**config.mk**
```make
export PLATFORM = sky130hd
export DESIGN_NAME = can_bit_timing_solver
export DESIGN_NICKNAME = d
export VERILOG_FILES = /design/src/cbts_pkg.sv /design/src/cbts_div.sv /design/src/cbts_dp.sv /design/src/cbts_ctrl.sv /design/src/can_bit_timing_solver.sv
export VERILOG_INCLUDE_DIRS = /design/src /design/src/src
export SDC_FILE = /design/constraint.sdc
export NUM_CORES = 1
export LEC_CHECK = 0
export BUFFER_PORTS_ARGS = -buffer_cell sky130_fd_sc_hd__buf_2
export CAP_MARGIN = 20
export CORE_MARGIN = 4
export CORE_UTILIZATION = 40
export CTS_BUF_LIST = sky130_fd_sc_hd__clkbuf_4 sky130_fd_sc_hd__clkbuf_8
export CTS_CLUSTER_SIZE = 16
export DETAILED_ROUTE_END_ITERATION = 10
export GPL_TIMING_DRIVEN = 0
export PLACE_DENSITY = 0.57
export SLEW_MARGIN = 10
export SYNTH_ARGS = -nofsm -noshare
export SYNTH_HDL_FRONTEND = slang
export SYNTH_SLANG_ARGS = --single-unit
```
**constraint.sdc**
```tcl
create_clock -name clk -period 6.29 [get_ports clk]
set_input_delay 0.629 -clock clk [delete_from_list [all_inputs] [get_ports clk]]
set_output_delay 0.629 -clock clk [all_outputs]
set_load 0.005 [all_outputs]
```
**src/can_bit_timing_solver_macros.svh**
```systemverilog
// ----------------------------------------------------------------------------
// CAN bit timing solver assertion macros
// Assertion wrappers shared by the solver RTL; empty when SYNTHESIS is set.
// ----------------------------------------------------------------------------
`ifndef CAN_BIT_TIMING_SOLVER_MACROS_SVH
`define CAN_BIT_TIMING_SOLVER_MACROS_SVH
`ifndef SYNTHESIS
// Same-cycle implication, disabled while reset is asserted.
`define CBTS_ASSERT_IMP(lbl, clk, rstn, ante, cons, msg) \
  lbl: assert property (@(posedge clk) disable iff (!rstn) (ante) |-> (cons)) \
    else $error(msg);
// Next-cycle implication, disabled while reset is asserted.
`define CBTS_ASSERT_NXT(lbl, clk, rstn, ante, cons, msg) \
  lbl: assert property (@(posedge clk) disable iff (!rstn) (ante) |=> (cons)) \
    else $error(msg);
`else
`define CBTS_ASSERT_IMP(lbl, clk, rstn, ante, cons, msg)
`define CBTS_ASSERT_NXT(lbl, clk, rstn, ante, cons, msg)
`endif
`endif

```
**src/cbts_pkg.sv**
```systemverilog
// ----------------------------------------------------------------------------
// CAN bit timing solver package
// Shared widths, constants, controller types and segment split functions.
// ----------------------------------------------------------------------------
package cbts_pkg;

  // Field and datapath widths
  localparam int KBPS_W    = 10;
  localparam int PRESC_W   = 10;
  localparam int SEG1_W    = 5;
  localparam int SEG2_W    = 3;
  localparam int SJW_W     = 3;
  localparam int CLK_W     = 32;
  localparam int RATE_W    = 20;
  localparam int NUM_W     = CLK_W + 1;
  localparam int TQ_ARG_W  = 7;
  localparam int CFG_ADDR_W = 3;
  localparam int CFG_DATA_W = 32;

  // Default parameter values
  localparam int DEF_MAX_PRESCALER = 512;
  localparam int DEF_MAX_QUANTA    = 25;

  // Fixed constants of the timing calculation
  localparam int MIN_QUANTA      = 8;
  localparam int FALLBACK_QUANTA = 10;
  localparam int SJW_LIMIT       = 4;
  localparam int HZ_PER_KHZ      = 1000;

  // Register reset values
  localparam logic [CLK_W-1:0]  RESET_CLOCK_HZ     = 32'd85000000;
  localparam logic [KBPS_W-1:0] RESET_DEFAULT_KBPS = 10'd500;

  // Register word indexes
  localparam logic REG_CLOCK_HZ     = 1'b0;
  localparam logic REG_DEFAULT_KBPS = 1'b1;

  // Controller states
  typedef enum logic [3:0] {
    ST_IDLE,
    ST_RATE,
    ST_DEN,
    ST_DIV_GO,
    ST_DIV_WAIT,
    ST_FB_DEN,
    ST_FB_GO,
    ST_FB_WAIT,
    ST_DONE
  } ctrl_state_t;

  // Commands from the controller to the datapath
  typedef struct packed {
    logic capture;
    logic mul_rate;
    logic mul_den;
    logic use_fb;
    logic tq_inc;
    logic div_go;
    logic keep_hit;
    logic keep_fb;
    logic keep_zero;
    logic load_out;
  } cmd_t;

  // Status from the datapath to the controller
  typedef struct packed {
    logic rate_zero;
    logic div_busy;
    logic div_done;
    logic div_match;
    logic tq_last;
  } stat_t;

  // Segment two: a quarter of the quanta after the sync quantum, at least one.
  function automatic logic [SEG2_W-1:0] seg2_of(input logic [TQ_ARG_W-1:0] tq);
    logic [TQ_ARG_W-1:0] b;
    b = (tq - TQ_ARG_W'(1)) >> 2;
    if (b == '0) begin
      b = TQ_ARG_W'(1);
    end
    return b[SEG2_W-1:0];
  endfunction

  // Segment one: the remaining quanta after sync and segment two.
  function automatic logic [SEG1_W-1:0] seg1_of(input logic [TQ_ARG_W-1:0] tq);
    logic [TQ_ARG_W-1:0] b;
    logic [TQ_ARG_W-1:0] s1;
    b = (tq - TQ_ARG_W'(1)) >> 2;
    if (b == '0) begin
      b = TQ_ARG_W'(1);
    end
    s1 = tq - TQ_ARG_W'(1) - b;
    return s1[SEG1_W-1:0];
  endfunction

  // Jump width: segment two, limited to four quanta.
  function automatic logic [SJW_W-1:0] sjw_of(input logic [TQ_ARG_W-1:0] tq);
    logic [TQ_ARG_W-1:0] b;
    b = (tq - TQ_ARG_W'(1)) >> 2;
    if (b == '0) begin
      b = TQ_ARG_W'(1);
    end
    if (b >= TQ_ARG_W'(SJW_LIMIT)) begin
      b = TQ_ARG_W'(SJW_LIMIT);
    end
    return b[SJW_W-1:0];
  endfunction

endpackage

```
**src/cbts_div.sv**
```systemverilog
// ----------------------------------------------------------------------------
// CAN bit timing solver divider
// Restoring divider producing one quotient bit per cycle.
// ----------------------------------------------------------------------------
module cbts_div #(
  parameter int NUM_W = cbts_pkg::NUM_W,
  parameter int DEN_W = cbts_pkg::RATE_W + 5
) (
  input  logic             clk,
  input  logic             rst_n,
  input  logic             start,
  input  logic [NUM_W-1:0] num,
  input  logic [DEN_W-1:0] den,
  output logic             busy,
  output logic             done,
  output logic [NUM_W-1:0] quo,
  output logic [DEN_W-1:0] rem
);

  localparam int CNT_W = $clog2(NUM_W + 1);

  logic [NUM_W-1:0] num_r;
  logic [DEN_W-1:0] rem_r;
  logic [DEN_W-1:0] dv_r;
  logic [CNT_W-1:0] cnt_r;
  logic             busy_r;
  logic             done_r;
  logic [DEN_W:0]   trial;
  logic [DEN_W:0]   diff;
  logic             ge;
  logic [DEN_W-1:0] rem_nxt;

  // Shift the next dividend bit into the partial remainder and try a subtract.
  always_comb begin
    trial   = {rem_r, num_r[NUM_W-1]};
    diff    = trial - {1'b0, dv_r};
    ge      = (trial >= {1'b0, dv_r});
    rem_nxt = ge ? diff[DEN_W-1:0] : trial[DEN_W-1:0];
  end

  // Iteration control.
  always_ff @(posedge clk) begin
    if (!rst_n) begin
      busy_r <= 1'b0;
      done_r <= 1'b0;
      cnt_r  <= '0;
    end else begin
      done_r <= 1'b0;
      if (start) begin
        busy_r <= 1'b1;
        cnt_r  <= CNT_W'(NUM_W);
      end else if (busy_r) begin
        cnt_r <= cnt_r - CNT_W'(1);
        if (cnt_r == CNT_W'(1)) begin
          busy_r <= 1'b0;
          done_r <= 1'b1;
        end
      end
    end
  end

  // Operand and partial result registers.
  always_ff @(posedge clk) begin
    if (start) begin
      num_r <= num;
      rem_r <= '0;
      dv_r  <= den;
    end else if (busy_r) begin
      num_r <= {num_r[NUM_W-2:0], ge};
      rem_r <= rem_nxt;
    end
  end

  assign busy = busy_r;
  assign done = done_r;
  assign quo  = num_r;
  assign rem  = rem_r;

endmodule

```
**src/cbts_dp.sv**
```systemverilog
// ----------------------------------------------------------------------------
// CAN bit timing solver datapath
// Rate and divisor products, divider, candidate test and result registers.
// ----------------------------------------------------------------------------
module cbts_dp #(
  parameter int MAX_PRESCALER = cbts_pkg::DEF_MAX_PRESCALER,
  parameter int MAX_QUANTA    = cbts_pkg::DEF_MAX_QUANTA
) (
  input  logic                          clk,
  input  logic                          rst_n,
  input  cbts_pkg::cmd_t                cmd,
  output cbts_pkg::stat_t               stat,
  input  logic [cbts_pkg::KBPS_W-1:0]   in_kbps,
  input  logic [cbts_pkg::CLK_W-1:0]    clock_hz,
  input  logic [cbts_pkg::KBPS_W-1:0]   default_kbps,
  output logic [cbts_pkg::PRESC_W-1:0]  res_prescaler,
  output logic [cbts_pkg::SEG1_W-1:0]   res_seg1,
  output logic [cbts_pkg::SEG2_W-1:0]   res_seg2,
  output logic [cbts_pkg::SJW_W-1:0]    res_jump_width,
  output logic                          res_exact
);

  localparam int TQ_W  = $clog2(MAX_QUANTA + 1);
  localparam int DEN_W = cbts_pkg::RATE_W + TQ_W;
  localparam int NUM_W = cbts_pkg::NUM_W;
  localparam int PW    = cbts_pkg::PRESC_W;

  localparam logic [cbts_pkg::RATE_W-1:0] KHZ = cbts_pkg::RATE_W'(cbts_pkg::HZ_PER_KHZ);
  localparam logic [TQ_W-1:0]  TQ_MIN   = TQ_W'(cbts_pkg::MIN_QUANTA);
  localparam logic [TQ_W-1:0]  TQ_FB    = TQ_W'(cbts_pkg::FALLBACK_QUANTA);
  localparam logic [TQ_W-1:0]  TQ_MAX   = TQ_W'(MAX_QUANTA);
  localparam logic [NUM_W-1:0] PMAX_Q   = NUM_W'(MAX_PRESCALER);
  localparam logic [PW-1:0]    PMAX_FLD = PW'(MAX_PRESCALER);

  logic [cbts_pkg::KBPS_W-1:0] kbps_r;
  logic [cbts_pkg::RATE_W-1:0] rate_r;
  logic [TQ_W-1:0]             tq_r;
  logic [DEN_W-1:0]            den_r;
  logic [PW-1:0]               keep_presc_r;
  logic [TQ_W-1:0]             keep_tq_r;
  logic                        keep_exact_r;
  logic [PW-1:0]               out_presc_r;
  logic [cbts_pkg::SEG1_W-1:0] out_seg1_r;
  logic [cbts_pkg::SEG2_W-1:0] out_seg2_r;
  logic [cbts_pkg::SJW_W-1:0]  out_sjw_r;
  logic                        out_exact_r;

  logic [TQ_W-1:0]  mul_tq;
  logic [NUM_W-1:0] div_num;
  logic [NUM_W-1:0] quo;
  logic [DEN_W-1:0] rem;
  logic             div_busy;
  logic             div_done;
  logic [PW-1:0]    fb_presc;
  logic [cbts_pkg::TQ_ARG_W-1:0] keep_tq_ext;

  // Operand selection for the divisor product and the dividend.
  always_comb begin
    mul_tq  = cmd.use_fb ? TQ_FB : tq_r;
    div_num = {1'b0, clock_hz};
    if (cmd.use_fb) begin
      div_num = {1'b0, clock_hz} + NUM_W'(den_r >> 1);
    end
  end

  // Rounded fallback prescaler, clamped to the legal range.
  always_comb begin
    if (quo == '0) begin
      fb_presc = PW'(1);
    end else if (quo > PMAX_Q) begin
      fb_presc = PMAX_FLD;
    end else begin
      fb_presc = quo[PW-1:0];
    end
  end

  // Request capture, rate product, quanta counter and divisor product.
  always_ff @(posedge clk) begin
    if (cmd.capture) begin
      kbps_r <= (in_kbps == '0) ? default_kbps : in_kbps;
    end
    if (cmd.mul_rate) begin
      rate_r <= cbts_pkg::RATE_W'(kbps_r) * KHZ;
    end
    if (cmd.capture) begin
      tq_r <= TQ_MIN;
    end else if (cmd.tq_inc) begin
      tq_r <= tq_r + TQ_W'(1);
    end
    if (cmd.mul_den) begin
      den_r <= DEN_W'(rate_r) * DEN_W'(mul_tq);
    end
  end

  // Divider shared by the exact search and the fallback.
  cbts_div #(
    .NUM_W (NUM_W),
    .DEN_W (DEN_W)
  ) u_div (
    .clk   (clk),
    .rst_n (rst_n),
    .start (cmd.div_go),
    .num   (div_num),
    .den   (den_r),
    .busy  (div_busy),
    .done  (div_done),
    .quo   (quo),
    .rem   (rem)
  );

  // Chosen timing, held until the output register is free.
  always_ff @(posedge clk) begin
    if (cmd.keep_hit) begin
      keep_presc_r <= quo[PW-1:0];
      keep_tq_r    <= tq_r;
      keep_exact_r <= 1'b1;
    end else if (cmd.keep_fb) begin
      keep_presc_r <= fb_presc;
      keep_tq_r    <= TQ_FB;
      keep_exact_r <= 1'b0;
    end else if (cmd.keep_zero) begin
      // Zero rate: only a zero clock divides exactly, at the first pair.
      if (clock_hz == '0) begin
        keep_presc_r <= PW'(1);
        keep_tq_r    <= TQ_MIN;
        keep_exact_r <= 1'b1;
      end else begin
        keep_presc_r <= PMAX_FLD;
        keep_tq_r    <= TQ_FB;
        keep_exact_r <= 1'b0;
      end
    end
  end

  assign keep_tq_ext = cbts_pkg::TQ_ARG_W'(keep_tq_r);

  // Output payload register with the segment split.
  always_ff @(posedge clk) begin
    if (cmd.load_out) begin
      out_presc_r <= keep_presc_r;
      out_seg1_r  <= cbts_pkg::seg1_of(keep_tq_ext);
      out_seg2_r  <= cbts_pkg::seg2_of(keep_tq_ext);
      out_sjw_r   <= cbts_pkg::sjw_of(keep_tq_ext);
      out_exact_r <= keep_exact_r;
    end
  end

  // Status back to the controller.
  always_comb begin
    stat.rate_zero = (rate_r == '0);
    stat.div_busy  = div_busy;
    stat.div_done  = div_done;
    stat.div_match = (rem == '0) && (quo != '0) && (quo <= PMAX_Q);
    stat.tq_last   = (tq_r == TQ_MAX);
  end

  assign res_prescaler  = out_presc_r;
  assign res_seg1       = out_seg1_r;
  assign res_seg2       = out_seg2_r;
  assign res_jump_width = out_sjw_r;
  assign res_exact      = out_exact_r;

endmodule

```
**src/cbts_ctrl.sv**
```systemverilog
// ----------------------------------------------------------------------------
// CAN bit timing solver controller
// Sequences the quanta search, the fallback and the result handshake.
// ----------------------------------------------------------------------------
module cbts_ctrl (
  input  logic            clk,
  input  logic            rst_n,
  input  logic            in_tvalid,
  output logic            in_tready,
  output logic            out_tvalid,
  input  logic            out_tready,
  input  cbts_pkg::stat_t stat,
  output cbts_pkg::cmd_t  cmd
);

  cbts_pkg::ctrl_state_t state_r;
  cbts_pkg::ctrl_state_t state_nxt;
  logic                  out_valid_r;
  logic                  out_free;

  assign out_free  = !out_valid_r || out_tready;
  assign in_tready = (state_r == cbts_pkg::ST_IDLE);

  // State register.
  always_ff @(posedge clk) begin
    if (!rst_n) begin
      state_r <= cbts_pkg::ST_IDLE;
    end else begin
      state_r <= state_nxt;
    end
  end

  // Result valid flag: set on load, cleared when the result is taken.
  always_ff @(posedge clk) begin
    if (!rst_n) begin
      out_valid_r <= 1'b0;
    end else if (cmd.load_out) begin
      out_valid_r <= 1'b1;
    end else if (out_tready) begin
      out_valid_r <= 1'b0;
    end
  end

  assign out_tvalid = out_valid_r;

  // Next state and datapath commands.
  always_comb begin
    state_nxt = state_r;
    cmd       = '0;
    case (state_r)
      cbts_pkg::ST_IDLE: begin
        if (in_tvalid) begin
          cmd.capture = 1'b1;
          state_nxt   = cbts_pkg::ST_RATE;
        end
      end
      cbts_pkg::ST_RATE: begin
        cmd.mul_rate = 1'b1;
        state_nxt    = cbts_pkg::ST_DEN;
      end
      cbts_pkg::ST_DEN: begin
        if (stat.rate_zero) begin
          cmd.keep_zero = 1'b1;
          state_nxt     = cbts_pkg::ST_DONE;
        end else begin
          cmd.mul_den = 1'b1;
          state_nxt   = cbts_pkg::ST_DIV_GO;
        end
      end
      cbts_pkg::ST_DIV_GO: begin
        cmd.div_go = 1'b1;
        state_nxt  = cbts_pkg::ST_DIV_WAIT;
      end
      cbts_pkg::ST_DIV_WAIT: begin
        if (stat.div_done) begin
          if (stat.div_match) begin
            cmd.keep_hit = 1'b1;
            state_nxt    = cbts_pkg::ST_DONE;
          end else if (stat.tq_last) begin
            state_nxt = cbts_pkg::ST_FB_DEN;
          end else begin
            cmd.tq_inc = 1'b1;
            state_nxt  = cbts_pkg::ST_DEN;
          end
        end
      end
      cbts_pkg::ST_FB_DEN: begin
        cmd.mul_den = 1'b1;
        cmd.use_fb  = 1'b1;
        state_nxt   = cbts_pkg::ST_FB_GO;
      end
      cbts_pkg::ST_FB_GO: begin
        cmd.div_go = 1'b1;
        cmd.use_fb = 1'b1;
        state_nxt  = cbts_pkg::ST_FB_WAIT;
      end
      cbts_pkg::ST_FB_WAIT: begin
        if (stat.div_done) begin
          cmd.keep_fb = 1'b1;
          state_nxt   = cbts_pkg::ST_DONE;
        end
      end
      cbts_pkg::ST_DONE: begin
        if (out_free) begin
          cmd.load_out = 1'b1;
          state_nxt    = cbts_pkg::ST_IDLE;
        end
      end
      default: begin
        state_nxt = cbts_pkg::ST_IDLE;
      end
    endcase
  end

endmodule

```
**src/can_bit_timing_solver.sv**
```systemverilog
// ----------------------------------------------------------------------------
// CAN bit timing solver
// Derives nominal CAN prescaler and segments from the kernel clock.
// ----------------------------------------------------------------------------
//  Channel   Direction  Handshake               Contents
//  in_       slave      tvalid/tready           kbps request
//  out_      master     tvalid/tready           prescaler, segments, exact flag
//  cfg_      APB slave  psel/penable/pready     clock_hz, default_kbps
//
// Each quanta candidate costs a divisor product, a divider start and a
// bit-serial division. Candidates rise from the minimum quanta; the first
// exact hit ends the search, else the rounded fallback is taken after the
// last candidate, and a zero rate skips the search.
// Reset is synchronous; registers return to 85 MHz and 500 kbit/s.
// A finished result waits in the output register while the next request
// is accepted; the solver stalls only if that result is still pending.
// ----------------------------------------------------------------------------
`include "can_bit_timing_solver_macros.svh"

module can_bit_timing_solver #(
  parameter int MAX_PRESCALER = cbts_pkg::DEF_MAX_PRESCALER,
  parameter int MAX_QUANTA    = cbts_pkg::DEF_MAX_QUANTA
) (
  input  logic                              clk,
  input  logic                              rst_n,
  // Request channel
  input  logic                              in_tvalid,
  output logic                              in_tready,
  input  logic [15:0]                       in_tdata,    // [9:0] kbps
  // Result channel
  output logic                              out_tvalid,
  input  logic                              out_tready,
  output logic [23:0]                       out_tdata,   // [9:0] prescaler,
                                                         // [14:10] seg1,
                                                         // [17:15] seg2,
                                                         // [20:18] jump_width
  output logic                              out_tuser,   // [0] exact
  // Configuration port
  input  logic                              cfg_psel,
  input  logic                              cfg_penable,
  input  logic                              cfg_pwrite,
  input  logic [cbts_pkg::CFG_ADDR_W-1:0]   cfg_paddr,
  input  logic [cbts_pkg::CFG_DATA_W-1:0]   cfg_pwdata,
  output logic [cbts_pkg::CFG_DATA_W-1:0]   cfg_prdata,
  output logic                              cfg_pready
);

  logic [cbts_pkg::CLK_W-1:0]   clock_hz_r;
  logic [cbts_pkg::KBPS_W-1:0]  default_kbps_r;
  logic                         cfg_wr;
  logic                         reg_sel;

  cbts_pkg::cmd_t               cmd;
  cbts_pkg::stat_t              stat;
  logic [cbts_pkg::PRESC_W-1:0] res_prescaler;
  logic [cbts_pkg::SEG1_W-1:0]  res_seg1;
  logic [cbts_pkg::SEG2_W-1:0]  res_seg2;
  logic [cbts_pkg::SJW_W-1:0]   res_jump_width;
  logic                         res_exact;

  // Configuration registers, one word each.
  assign cfg_pready = 1'b1;
  assign reg_sel    = cfg_paddr[2];
  assign cfg_wr     = cfg_psel && cfg_penable && cfg_pwrite && cfg_pready;

  always_ff @(posedge clk) begin
    if (!rst_n) begin
      clock_hz_r     <= cbts_pkg::RESET_CLOCK_HZ;
      default_kbps_r <= cbts_pkg::RESET_DEFAULT_KBPS;
    end else if (cfg_wr) begin
      case (reg_sel)
        cbts_pkg::REG_CLOCK_HZ:     clock_hz_r     <= cfg_pwdata;
        cbts_pkg::REG_DEFAULT_KBPS: default_kbps_r <= cfg_pwdata[cbts_pkg::KBPS_W-1:0];
        default: begin
        end
      endcase
    end
  end

  // Register read back.
  always_comb begin
    case (reg_sel)
      cbts_pkg::REG_CLOCK_HZ:     cfg_prdata = clock_hz_r;
      cbts_pkg::REG_DEFAULT_KBPS: cfg_prdata = cbts_pkg::CFG_DATA_W'(default_kbps_r);
      default:                    cfg_prdata = '0;
    endcase
  end

  // Sequencer.
  cbts_ctrl u_ctrl (
    .clk        (clk),
    .rst_n      (rst_n),
    .in_tvalid  (in_tvalid),
    .in_tready  (in_tready),
    .out_tvalid (out_tvalid),
    .out_tready (out_tready),
    .stat       (stat),
    .cmd        (cmd)
  );

  // Arithmetic and result registers.
  cbts_dp #(
    .MAX_PRESCALER (MAX_PRESCALER),
    .MAX_QUANTA    (MAX_QUANTA)
  ) u_dp (
    .clk            (clk),
    .rst_n          (rst_n),
    .cmd            (cmd),
    .stat           (stat),
    .in_kbps        (in_tdata[cbts_pkg::KBPS_W-1:0]),
    .clock_hz       (clock_hz_r),
    .default_kbps   (default_kbps_r),
    .res_prescaler  (res_prescaler),
    .res_seg1       (res_seg1),
    .res_seg2       (res_seg2),
    .res_jump_width (res_jump_width),
    .res_exact      (res_exact)
  );

  // Result packing.
  assign out_tdata = {3'b000, res_jump_width, res_seg2, res_seg1, res_prescaler};
  assign out_tuser = res_exact;

  // Checks on the sequencing.
  `CBTS_ASSERT_IMP(a_no_overwrite, clk, rst_n, cmd.load_out, !out_tvalid || out_tready, "result overwritten while pending")
  `CBTS_ASSERT_NXT(a_one_at_a_time, clk, rst_n, in_tvalid && in_tready, !in_tready, "second request taken during a solve")
  `CBTS_ASSERT_IMP(a_div_idle_start, clk, rst_n, cmd.div_go, !stat.div_busy, "divider restarted while busy")

endmodule
```
### Word level (Yosys, flattened, before mapping)

Index checks and enable logic that the tools add are counted.

* bits in registers: 227
* bits of input ports: 58
* output and inout port bits: 60

* add/sub/neg operators: 6
* multiply operators: 2
* magnitude comparators: 4
* eq/ne operators: 14
* muxes and demuxes: 58
* bitwise gates (word level): 3
* reduce and logical (&&, ||, !) cells: 25

Operator list (number)
* $mux 33: 3
* $mux 10: 7
* $pmux 32 s2: 1
* $pmux 4 s9: 1
* $add 32x24->33: 1
* $gt 33x10->1 const B: 1
* $le 33x10->1 const B: 1
* $logic_not 33->1: 1
* $reduce_bool 33->1: 1
* $logic_not 32->1: 1
* $mux 1: 28
* $ge 26x25->1: 1
* $logic_not 25->1: 1
* $mux 25: 1
* $mux 5: 5
* $sub 25x25->25: 1
* $mux 4: 6
* $mul 17x5->22: 1
* $logic_not 20->1: 1
* $mul 10x7->17 const B: 1
* $eq 4x3->1 const B: 4
* $mux 6: 2
* $logic_not 10->1: 1
* $eq 4x2->1 const B: 2
* 27 further kinds: 39

### Longest topological paths before layout

* depth in word-level cells: 7
* depth in mapped cells: 20

### Modules after synthesis

Synthesis repeated with hierarchy kept, for this count alone.

* cells, all modules: 1785
* area, all modules: 17469.3 µm²

By module, submodules not included
* cbts_dp: times used 1, cells an instance 1010, area an instance 9873.2 µm²
* cbts_div: times used 1, cells an instance 489, area an instance 5074.9 µm²
* can_bit_timing_solver: times used 1, cells an instance 222, area an instance 2079.5 µm²
* cbts_ctrl: times used 1, cells an instance 64, area an instance 441.7 µm²

### Worst setup path after synthesis

Ideal clock, no wire load.

* path type: register to register
* start point: register u_ctrl.state_r[0]
* end point: register u_dp.den_r[17], data pin
* data arrival time: 4937 ps
* required time: 6024 ps
* path slack: 1087 ps
* stages on the path, launching flop included: 19
* path buffers: 2
* period minus slack after synthesis: 5203 ps
* path through: dfxtp_1 > xor2_1 > and2_1 > clkbuf_1 > clkbuf_1 > o21ai_0 > fa_1 > fa_1 > fa_1 > inv_1 > ha_1 > a21o_1 > a21oi_1 > o21ai_1 > a2111oi_4 > o31ai_1 > a2111oi_0 > nor3_1 > xor2_1

* word-level cells in the longest chain between the ends: 5
* elaborated cells between the ends (all ways): 6
* classes of those cells: mul (1); eq/ne (2); mux (2); reduce/logical (1)

RTL lines
* from (decl): RTL line cbts_ctrl.sv:16 `cbts_pkg::ctrl_state_t state_r;`
* from (signal assigned): RTL line cbts_ctrl.sv:27 `state_r <= cbts_pkg::ST_IDLE;`
* from (signal assigned): RTL line cbts_ctrl.sv:29 `state_r <= state_nxt;`
* $eq 4x3->1: RTL line cbts_ctrl.sv:50 `case (state_r)`
* $reduce_or 2->1 (no source line) (*)
* $mux 1 (*): RTL line cbts_ctrl.sv:50
* $mux 5 (*): RTL line cbts_dp.sv:59 `mul_tq = cmd.use_fb ? TQ_FB : tq_r;`
* $mul 17x5->22 (*): RTL line cbts_dp.sv:91 `den_r <= DEN_W'(rate_r) * DEN_W'(mul_tq);`
* to (signal assigned): RTL line cbts_dp.sv:91
* to (decl): RTL line cbts_dp.sv:38 `logic [DEN_W-1:0] den_r;`

Mark *: on every way between the ends. The rest lies on a longest branch, timed or not.
A chain may end at the register's enable or synchronous reset.

### Final worst setup path

Ends and elaborated chain as after synthesis.

==> run_results.csv <==
group,metric,value,unit
floorplanning,core,0.04010,mm2
timing,achievable-frequency,0.1676,GHz
placed_design,numPortBuffers,104,
power,power_per_cell_area,344.7,mW/mm2
critical_path,worst-setup-path-type,"register to register",
power,irDropWorstVdd,384.8,uV
yosys,synth_seq_cells,227,
yosys,yosysMostFrequentCell,"nand2_1",
global_route,use_met3,3.676,%
placed_design,place_inst,2366,
placed_design,place_congestion,0.9086,
clocking,clk_root_buffer_cell,"clkbuf_8",
yosys,synth.distinct_cells,86,
timing,layout_worst_path_cycle_share,94.85,%
global_route,grt_antenna_before_repair,3,
yosys,synth_top_cells_by_area,"edfxtp_1, dfxtp_1, ha_1, fa_1, nand2_1",
clocking,clkLatencyLatePin,570,ps
routing,routed_length_per_instance,18.13,um
clocking,clock_sinks,227,
timing,whs,298.4,ps
floorplanning,die_outline_area,0.04430,mm2
timing,slew_viol_final,0,
power,cell_internal_pwr,3.984,mW
routing,violation_count_after_the_first_detailed_routing_iteration,825,
floorplanning,chipWidth,210.5,um
critical_path,cp-end-kind,"register",
yosys,yosys_most_used_dff,"edfxtp_1",
yosys,post_synth_most_frequent_cells,"nand2_1, inv_1, edfxtp_1",
flow_run,drv_cap,0,
layout,instances_no_fill,2440,
global_route,grt_overflow,0,
timing,fin_crit,5966,ps
layout,layout_overhead_on_the_synthesized_area,13.02,%
global_route,top_usage_layer,"met2",
power,switchingPower,2.404,mW
clocking,cts.repair_timing.setup_buffer_count,0,
timing,fin_skew,40.61,ps
critical_path,crit_fanout,10,
timing,worst_pin_slew,986.7,ps
critical_path,cp.required,6560,ps
routing,totalWireLength,44.23,mm
clocking,htree_num_levels,2,
power,power_switching_share,37.64,%
timing,rsz0062_at_grt,"no",
yosys,mappedNetlistArea,0.01640,mm2
yosys,synth_area_per_cell,9.474,um2
clocking,max-clock-path-buffers,3,
power,share_of_total_power_in_sequential_cells,33.3,%
yosys,synth-seq-area-share,36.32,%
routing,route.detailed.drc,0,
yosys,synth_largest_area_cell,"edfxtp_1",
clocking,clkTransAtPathRegs,50,ps
floorplanning,count_of_standard_cell_rows,73,
global_route,globalRouteMet2Util,30.08,%
timing,setup_violations,0,
global_route,grt.met1_usage,28.97,%
min_path,min-delay-path-class,"primary input to register",
timing,slew_headroom,33.72,%
power,p_leak,7.985,nW
routing,route.detailed.vias_per_inst,5.423,
global_route,grt_pass1_wl,70.20,mm
layout,fin_nets,2143,
global_route,first_global_vias,12980,
power,clock_power_share,23.5,%
global_route,grtUsageTotal,19.75,%
yosys,post_synth_inst_count,1731,
outcome,run_status,"complete, no violations",
routing,detail_route.first_pass.iterations,5,
floorplanning,floorplan.die.height,210.5,um
clocking,cts_tree,"done",
yosys,synthDominantCellAreaShare,25.82,%
yosys,postSynth.asyncResetShare,0,%
critical_path,worst_setup_path_start_kind,"register",
critical_path,worst_ep_arrival_time,6230,ps
routing,final_antenna_net_count,0,
clocking,number_of_clock_buffers_inserted_by_tritoncts,41,
layout,drive_gt1_share,12.49,%
global_route,grt_max_degree,35,
yosys,post_synth_edffs,141,
power,comb_power_share,43.3,%
floorplanning,ioPinCount,118,
routing,num_vias,13230,
placed_design,place.detailed.hpwl,34.80,mm
yosys,yosysWarnings,0,
timing,hold_viol_final,0,
clocking,hold_buffers,0,
layout,num-fill-cells,3878,
floorplanning,initial_core_util,40.90,%
## sequential cells by signal, summed over array words and instances, names as in the netlist, 10 cells and up
register / flops
default_kbps_r: 10
u_dp.kbps_r: 10
clock_hz_r: 32
u_dp.rate_r: 17
u_dp.u_div.dv_r: 22
u_dp.keep_presc_r: 10
u_dp.den_r: 22
u_dp.u_div.rem: 25
u_dp.res_prescaler: 10
u_dp.u_div.quo: 33
## power by group through the flow
stage / sequential [mW] / combinational, mW / clock [mW]
CTS: 2.12 / 2.78 / 1.55
floorplan: 2.03 / 2.23 / 0
global route: 2.15 / 3.18 / 1.62
finish: 2.12 / 2.76 / 1.50
detailed placement: 2.15 / 2.76 / 0
global placement: 2.15 / 2.72 / 0
## critical path: stages, from the launching register on
cell	delay [ps]
dfxtp_1	410
xor2_1	450
and2_2	420
clkbuf_2	370
o21ai_0	170
fa_1	540
fa_1	520
fa_1	540
inv_1	40
ha_1	330
a21o_1	190
a21oi_1	210
o21ai_1	160
a2111oi_4	460
o31ai_1	150
a2111oi_0	430
nor3_1	120
xor2_1	170
## cell usage in the layout, fill, tap and decap left out, types with 52 or more instances in the layout
cell / n
a21oi_1: 99
buf_2: 110
clkbuf_1: 52
dfxtp_1: 86
edfxtp_1: 141
fa_1: 78
ha_1: 125
inv_1: 153
nand2_1: 189
nor2_1: 95
nor2b_1: 78
o21ai_0: 56
## final timing paths
| check | startpoint | to | slack, ps | depth (start not counted) |
|---|---|---|---|---|
| hold / removal | cfg_pwdata[10] | clock_hz_r[10] | 300 | 3 |
| hold reg to reg | u_dp.keep_presc_r[7] | u_dp.res_prescaler[7] | 420 | 0 |
| setup reg to reg | u_ctrl.state_r[0] | u_dp.den_r[17] | 320 | 17 |
| setup / recovery | u_ctrl.state_r[0] | u_dp.den_r[17] | 320 | 17 |
## kinds of logic (layout without fill, tap and decap cells)
logic type	Yosys count	after routing	synth area share (%)
mux	29	29	1.854
buf+inv	229	409	5.577
simple gates	618	618	19.11
fa+ha+maj	203	203	19.06
compound gates	350	350	14.14
other cells	2	6	0.04579
flops	227	227	36.32
xor+xnor	73	73	3.899
## metal layers
layer	part of all wire [%]	vias up
li1	-	6385
met3	7.0	62
met5	0.029	-
met1	47	6363
met4	2.0	2
met2	44	421
## final cells by class
cell class | count | area, um2 | share of cell area [%]
plain buffers | 72 | 327.8 | 1.769
well taps | 525 | 656.9 | 3.544
clock buffers | 64 | 793.3 | 4.280
diodes | 2 | 5.005 | 0.02700
flip-flops and latches | 227 | 5956 | 32.13
inverters | 155 | 581.8 | 3.139
multi-input cells | 1277 | 9552 | 51.53
repair buffers | 108 | 563.0 | 3.038
clock inverters | 10 | 100.1 | 0.5400
## repair_timing
action,4_1_cts,5_1_grt
resized for setup,1,2
setup endpoints to repair,1,1
cloned,0,0
## through the flow
step                      setup slack [ps]  cell area [um2]  power [mW]  utilization [%]  TNS, ps
final                                323.8            18540       6.388            46.23        0
after global routing                 10.96            18530       6.947            46.22        0
after CTS                            150.7            18530       6.448            46.21        0
after detailed placement            -219.4            17640       4.904            43.99   -219.4
after global placement              -172.8            17580       4.867            43.85   -172.8
after floorplan                       1087            16410       4.264                -        0
No activity file was read; power rests on OpenSTA's default activity.
